===== src/sv/slac_pkg.sv =====
// shared constants and helpers for the s-box linear approximation count block
// no dependencies
package slac_pkg;

  localparam int MAX_IN_BITS  = 8;
  localparam int MAX_OUT_BITS = 8;
  localparam int TABLE_DEPTH  = 1 << MAX_IN_BITS;
  localparam int CNT_W        = MAX_IN_BITS + 1;
  localparam int BITS_W       = 4;
  localparam int CFG_IDX_W    = 2;

  localparam logic [CFG_IDX_W-1:0] REG_IN_BITS  = 2'd0;
  localparam logic [CFG_IDX_W-1:0] REG_OUT_BITS = 2'd1;

  localparam logic OP_LOAD  = 1'b0;
  localparam logic OP_QUERY = 1'b1;

  // clamp a bit count to 1..maxv
  function automatic logic [BITS_W-1:0] clamp_bits(input logic [BITS_W-1:0] v,
                                                   input logic [BITS_W-1:0] maxv);
    logic [BITS_W-1:0] r;
    if (v == '0) begin
      r = BITS_W'(1);
    end else if (v > maxv) begin
      r = maxv;
    end else begin
      r = v;
    end
    return r;
  endfunction

endpackage


===== src/sv/slac_table.sv =====
// single-port s-box table memory with registered read data
// depends on slac_pkg
module slac_table import slac_pkg::*; (
  input  logic                    clk,
  input  logic                    we,
  input  logic [MAX_IN_BITS-1:0]  addr,
  input  logic [MAX_OUT_BITS-1:0] wdata,
  output logic [MAX_OUT_BITS-1:0] rdata
);

  logic [MAX_OUT_BITS-1:0] mem [TABLE_DEPTH];

  always_ff @(posedge clk) begin
    if (we) begin
      mem[addr] <= wdata;
    end
    rdata <= mem[addr];
  end

endmodule


===== src/sv/sbox_linear_approximation_count_core.sv =====
// top level of the s-box linear approximation count block
// depends on slac_pkg and slac_table
//
// channel  direction  fields                                            handshake
// -------  ---------  ------------------------------------------------  -------------------
// in       input      op entry_index entry_value in_mask out_mask        in_valid/in_ready
// out      output     mismatch_count const_bit                          out_valid/out_ready
// cfg      input      cfg_index cfg_data                                cfg_write
//
// a load transfer writes one table entry and gives no result
// a query walks 2^n table entries (n is in_bits clamped to 1..8) through the single
// memory port, one per cycle; the count then passes ST_DRAIN and ST_DONE to the result register
// in_ready is low from the query transfer until the count moves to the output
// register, which waits while an earlier result is still held there
// rst is synchronous, active high; the table has no reset and no clearing pass
module sbox_linear_approximation_count_core import slac_pkg::*; (
  input  logic                    clk,
  input  logic                    rst,
  // configuration write port
  input  logic                    cfg_write,
  input  logic [CFG_IDX_W-1:0]    cfg_index,
  input  logic [BITS_W-1:0]       cfg_data,
  // input channel
  input  logic                    in_valid,
  output logic                    in_ready,
  input  logic                    op,
  input  logic [MAX_IN_BITS-1:0]  entry_index,
  input  logic [MAX_OUT_BITS-1:0] entry_value,
  input  logic [MAX_IN_BITS-1:0]  in_mask,
  input  logic [MAX_OUT_BITS-1:0] out_mask,
  // output channel
  output logic                    out_valid,
  input  logic                    out_ready,
  output logic [CNT_W-1:0]        mismatch_count,
  output logic                    const_bit
);

  // sequencer states
  localparam logic [1:0] ST_IDLE  = 2'd0;  // waiting for a transfer
  localparam logic [1:0] ST_RUN   = 2'd1;  // issuing table reads
  localparam logic [1:0] ST_DRAIN = 2'd2;  // last read data comes back
  localparam logic [1:0] ST_DONE  = 2'd3;  // count final, wait for output register

  logic [1:0]              state;
  logic [BITS_W-1:0]       in_bits;
  logic [BITS_W-1:0]       out_bits;

  // query context, latched at the query transfer
  logic [BITS_W-1:0]       n_q;
  logic [MAX_IN_BITS-1:0]  imask_q;
  logic [MAX_OUT_BITS-1:0] omask_q;
  logic [MAX_IN_BITS-1:0]  last_x;

  // walk counter and read pipeline
  logic [MAX_IN_BITS-1:0]  x;
  logic [MAX_IN_BITS-1:0]  x_d;
  logic                    rd_valid;
  logic [CNT_W-1:0]        cnt;

  logic                    in_xfer;
  logic                    load_we;
  logic [MAX_IN_BITS-1:0]  mem_addr;
  logic [MAX_OUT_BITS-1:0] mem_rdata;
  logic                    out_free;
  logic [BITS_W-1:0]       n_now;
  logic [BITS_W-1:0]       m_now;
  logic [CNT_W-1:0]        size_now;
  logic [MAX_OUT_BITS:0]   omask_wide;
  logic                    mismatch;
  logic [CNT_W-1:0]        half;

  assign in_ready = (state == ST_IDLE);
  assign in_xfer  = in_valid && in_ready;
  assign load_we  = in_xfer && (op == OP_LOAD);
  assign out_free = !out_valid || out_ready;

  // effective widths for a new query
  assign n_now      = clamp_bits(in_bits, BITS_W'(MAX_IN_BITS));
  assign m_now      = clamp_bits(out_bits, BITS_W'(MAX_OUT_BITS));
  assign size_now   = CNT_W'(1) << n_now;
  assign omask_wide = (MAX_OUT_BITS+1)'(1) << m_now;

  // the memory port serves the load while idle and the walk otherwise
  assign mem_addr = (state == ST_IDLE) ? entry_index : x;

  slac_table u_table (
    .clk   (clk),
    .we    (load_we),
    .addr  (mem_addr),
    .wdata (entry_value),
    .rdata (mem_rdata)
  );

  // one entry's contribution: input parity against output parity
  assign mismatch = (^(imask_q & x_d)) ^ (^(omask_q & mem_rdata));
  assign half     = CNT_W'(1) << (n_q - BITS_W'(1));

  // configuration registers
  always_ff @(posedge clk) begin
    if (rst) begin
      in_bits  <= BITS_W'(8);
      out_bits <= BITS_W'(8);
    end else if (cfg_write) begin
      case (cfg_index)
        REG_IN_BITS:  in_bits  <= cfg_data;
        REG_OUT_BITS: out_bits <= cfg_data;
        default: ;
      endcase
    end
  end

  // sequencer
  always_ff @(posedge clk) begin
    if (rst) begin
      state    <= ST_IDLE;
      rd_valid <= 1'b0;
      out_valid <= 1'b0;
    end else begin
      // a new result loads as the old one leaves, so the set wins over the clear
      if ((state == ST_DONE) && out_free) begin
        out_valid <= 1'b1;
      end else if (out_valid && out_ready) begin
        out_valid <= 1'b0;
      end
      case (state)
        ST_IDLE: begin
          rd_valid <= 1'b0;
          if (in_xfer && (op == OP_QUERY)) begin
            state <= ST_RUN;
          end
        end
        ST_RUN: begin
          rd_valid <= 1'b1;
          if (x == last_x) begin
            state <= ST_DRAIN;
          end
        end
        ST_DRAIN: begin
          rd_valid <= 1'b0;
          state    <= ST_DONE;
        end
        ST_DONE: begin
          rd_valid <= 1'b0;
          if (out_free) begin
            state     <= ST_IDLE;
          end
        end
        default: begin
          rd_valid <= 1'b0;
          state    <= ST_IDLE;
        end
      endcase
    end
  end

  // datapath: query context, walk counter, accumulator, result register
  always_ff @(posedge clk) begin
    if (in_xfer && (op == OP_QUERY)) begin
      n_q     <= n_now;
      imask_q <= in_mask;
      omask_q <= out_mask & omask_wide[MAX_OUT_BITS-1:0] - MAX_OUT_BITS'(1);
      last_x  <= MAX_IN_BITS'(size_now - CNT_W'(1));
      x       <= '0;
      cnt     <= '0;
    end else begin
      if (state == ST_RUN) begin
        x_d <= x;
        x   <= x + MAX_IN_BITS'(1);
      end
      if (rd_valid) begin
        cnt <= cnt + CNT_W'(mismatch);
      end
    end
    if ((state == ST_DONE) && out_free) begin
      mismatch_count <= cnt;
      const_bit      <= (cnt >= half);
    end
  end

endmodule


===== config.mk =====
export PLATFORM = sky130hd
export DESIGN_NAME = sbox_linear_approximation_count_core
export DESIGN_NICKNAME = d
export VERILOG_FILES = /design/src/sv/slac_pkg.sv /design/src/sv/slac_table.sv /design/src/sv/sbox_linear_approximation_count_core.sv
export SDC_FILE = /design/constraint.sdc
export NUM_CORES = 2
export LEC_CHECK = 0
export BUFFER_PORTS_ARGS = -buffer_cell sky130_fd_sc_hd__buf_2
export CAP_MARGIN = 15
export CORE_MARGIN = 5
export CORE_UTILIZATION = 40
export CTS_CLUSTER_SIZE = 28
export DETAILED_ROUTE_END_ITERATION = 12
export PLACE_DENSITY = 0.54
export SLEW_MARGIN = 5
export SYNTH_ARGS = -nofsm -noshare
export SYNTH_HDL_FRONTEND = slang
export SYNTH_SLANG_ARGS = --single-unit

===== constraint.sdc =====
create_clock -name clk -period 5.2 [get_ports clk]
set_input_delay 0.26 -clock clk [delete_from_list [all_inputs] [get_ports clk]]
set_output_delay 0.26 -clock clk [all_outputs]
set_load 0.01 [all_outputs]

==> impl_metrics.toml <==
[routing]
dr.pass1.iters = 6
drc = 0
ant_nets = 0
routed_wl_um = 224000
routed-via-count = 44200
wl_per_cell_um = 28.8
drt_iter0_drc = 4568
vias_per_cell = 5.68

[placement]
pre_cts_ws_ns = 0.670
dpl_cell_area_mm2 = 0.0877
place_hpwl_um = 138000
place_congestion = 0.829
dp_cells = 7321
portBuffers = 55

[layout]
drive_gt1_share_pct = 19.6
fin_cells = 7772
finalNetCount = 4938
finalInstanceArea_mm2 = 0.0951
syn_to_final_growth_pct = 14.7
fillCellCount = 17500

[setup_path]
worstSetupPathType = "reg -> reg"
crit_arrival_ns = 5.22
crit_path_start = "state[1]"
required_ns = 5.91
crit_top_cell = "buf_12"
critPathSlowestCell = "mux2_8"
end_kind = "flop"
crit_family = "multiplexers"
cp_num_cells = 12
r2r-start = "state[1]"
startpoint_type = "flop"
worstPathMaxFanout = 46
rr_worst_depth = 12
ff2ff_setup_slack_ns = 0.69
cpPeakStageDelay_ns = 0.73
critical_path_buf_inv_count = 4
crit_end = "u_table.rdata[7]"
crit_chain = "inv_1 > ha_2 > mux2_8 > buf_12 > buf_12 > buf_4 > mux4_2 > a22oi_1 > and4_1 > nand4_1 > nand2_1 > o2111ai_1"
r2r-end = "u_table.rdata[7]"

[sta]
period_share_pct = 86.7
final.setup.tns_ns = 0
worst_pin_slew_ns = 1.34
hold_viol = 0
max_freq_mhz = 222
slew_headroom_pct = 10.6
setup_viol = 0
period_minus_slack_ns = 4.51
worst_slack_ns = 0.692
skew_ns = 0.0655
rsz0062_at_grt = "no"
slew_viol_final = 0

[logic_synthesis]
ys_async_sr_fraction_pct = 0
synth_edf_count = 2094
yosys.area.top_type_share_pct = 75.8
yosysTopAreaCell = "edfxtp_1"
yosys_warnings = 0
ys_seq_elements = 2131
netlist_area_mm2 = 0.0829
ys_seq_area_share_pct = 76.7
synth.distinct_cells = 53
synth_ff_type = "edfxtp_1"
ys_top_cells_by_area = "edfxtp_1 (76%), mux4_2 (9.6%), nand2_1 (2.7%), a22oi_1 (1.5%), nor2_1 (1.3%)"
syn_inst = 4587
synth.avg_cell_area_um2 = 18.1

[power]
p_per_area_mw_per_mm2 = 496
p_seq_share_pct = 40.8
vdd_ir_drop_max_uv = 484
p_clk_share_pct = 32.2
switchingPower_mw = 14.6
p_int_mw = 32.5
swShare_pct = 31.0
cellLeakagePower_nw = 30.1
power_frac_comb_pct = 27.0

[floorplan]
start_util_pct = 40.1
fp-row-count = 167
die_h_um = 465
io_pins = 56
die_x_um = 465
core-area_mm2 = 0.207
die-area_mm2 = 0.217

[clocking]
worstSkewPairLatency_ns = 0.87
htree_levels = 4
clockBufferDepth = 3
cts_setup_buffers = 0
cts_sinks = 2131
cts_buffers = 216
clockRootBuffer = "clkbuf_16"
cts_tree = "built"
cts.clk_slew.worst_paths_ns = 0.06

[global_route]
grt_max_degree = 190
grt_pass1_vias = 44100
grt_pass1_wl_um = 322000
grt-ovfl-total = 0
antenna_found_initial = 16
grt_use_total_pct = 20.4

[status]
status = "finished clean"

[flow_run]
cap_violations = 0

[worst_hold_path]
min_path_type = "in -> reg"
[cell usage after synthesis, types with 19 or more instances]
master,instances
buf_4,27
dfxtp_1,37
and3_1,66
nand2_1,604
nand4_1,64
edfxtp_1,2094
a21oi_1,30
mux2i_1,76
buf_2,86
buf_1,24
a22oi_1,161
xnor2_1,23
ha_1,19
nand3_1,184
nor2_1,292
clkbuf_1,132
a221oi_1,32
a31oi_1,24
a311oi_1,56
mux4_2,352
[placed cells by master (no fill, tap or decap), types with 8 or more instances in the layout]
master         netlist  routed
a21oi_1             30      28
a221oi_1            32      32
a22oi_1            161     161
a311oi_1            56      56
a31oi_1             24      24
a32oi_1             16      16
and2_1              15      12
and3_1              66      65
and4_1              16      16
buf_12               0      33
buf_2               86      51
buf_4               27     217
buf_8                0       9
bufinv_16            0      15
clkbuf_1           132      55
clkbuf_16            0     219
clkinv_1             0      51
clkinv_2             0      42
dfxtp_1             37      37
dlygate4sd3_1        0      39
edfxtp_1          2094    2094
ha_1                19      18
inv_1                9       9
mux2i_1             76      74
mux4_2             352     352
nand2_1            604     604
nand3_1            184     184
nand4_1             64      64
nor2_1             292     292
nor2b_1             12      12
o2111ai_1            8       8
o21ai_0             11      11
o21ai_1             10       9
o31a_1               9       9
o41ai_1             16      15
xnor2_1             23      23
xor2_1              12      12
[worst min path at each step]
stage                               from             endpoint  slack (ns)  cells after the start
final                     entry_value[0]  u_table.mem[183][0]        0.02                      1
after floorplan                      rst             rd_valid        0.33                      1
after CTS                 entry_value[0]  u_table.mem[164][0]       0.005                      1
after global routing      entry_value[0]  u_table.mem[183][0]        0.04                      1
after detailed placement      in_mask[5]           imask_q[5]        0.44                      1
after global placement        in_mask[3]           imask_q[3]        0.44                      1
[metrics by stage]
step	utilization [%]	hold slack (ns)	power [mW]
global placement	42.4	0.441	32.4
CTS	46.0	0.00501	47.6
floorplan	-	0.332	27.5
finish	46.0	0.0249	47.2
global route	46.0	0.0354	49.0
detailed placement	42.5	0.444	32.5
[final cells by class]
class                   count  area (um2)  share of cell area, %
multi-input cells        2168       18000                   19.0
clock buffers             277        5730                   6.02
flip-flops and latches   2131       63600                   66.9
well taps                2704        3380                   3.56
clock inverters           130        1210                   1.27
diodes                      4        10.0                 0.0105
repair buffers            349        3070                   3.23
inverters                   9        33.8                 0.0355
[metal layers]
layer  up-vias  GRT usage, %  share of wire, %
li1      18900             -                 -
met1     23400          28.9                43
met2      1549          32.6                48
met3       302          3.92               7.0
met4         0          5.70               2.7
met5         -             0                 0
[power groups by stage]
stage	Clock (mW)	Combinational [mW]	Sequential (mW)
3_5_place_dp	0	12.9	19.6
2_1_floorplan	0	8.05	19.5
4_1_cts	15.5	12.9	19.2
3_3_place_gp	0	12.8	19.6
5_1_grt	16.2	13.5	19.2
6_report	15.2	12.7	19.2
[sequential cells by signal, indices dropped and copies added (netlist names), 2 cells and up]
register and flops:
out_bits 4, mismatch_count 9, u_table.rdata 8, in_bits 4
x_d 8, u_table.mem 2048, state 2, cnt 9
last_x 8, n_q 4, imask_q 8, x 8
omask_q 8
[cell families (layout without fill, tap and decap cells)]
group                    count (synthesis)  in the layout  synth area share, %
flip-flops                            2131           2131                 76.7
buffers and inverters                  290            765                 1.67
AND/OR/NAND/NOR                       1286           1286                 6.80
other                                    1              7              0.00452
AO/OA/AOI/OAI                          394            394                 3.62
adder cells (fa/ha/maj)                 19             19                0.287
multiplexers                           431            431                 10.5
XOR/XNOR                                35             35                0.370
[worst reg2reg max path: stages, from the launching register on]
cell and delay [ns]:
dfxtp_1 0.34, inv_1 0.12, ha_2 0.47, mux2_8 0.74, buf_12 0.32, buf_12 0.21
buf_4 0.21, mux4_2 0.56, a22oi_1 0.36, and4_1 0.35, nand4_1 0.32, nand2_1 0.22
o2111ai_1 0.12
[repair_timing]
item                      CTS  global route
hold buffers               38             1
hold endpoints to repair  452             1
resized for setup           0             0
No activity file was read; power rests on OpenSTA's default activity.
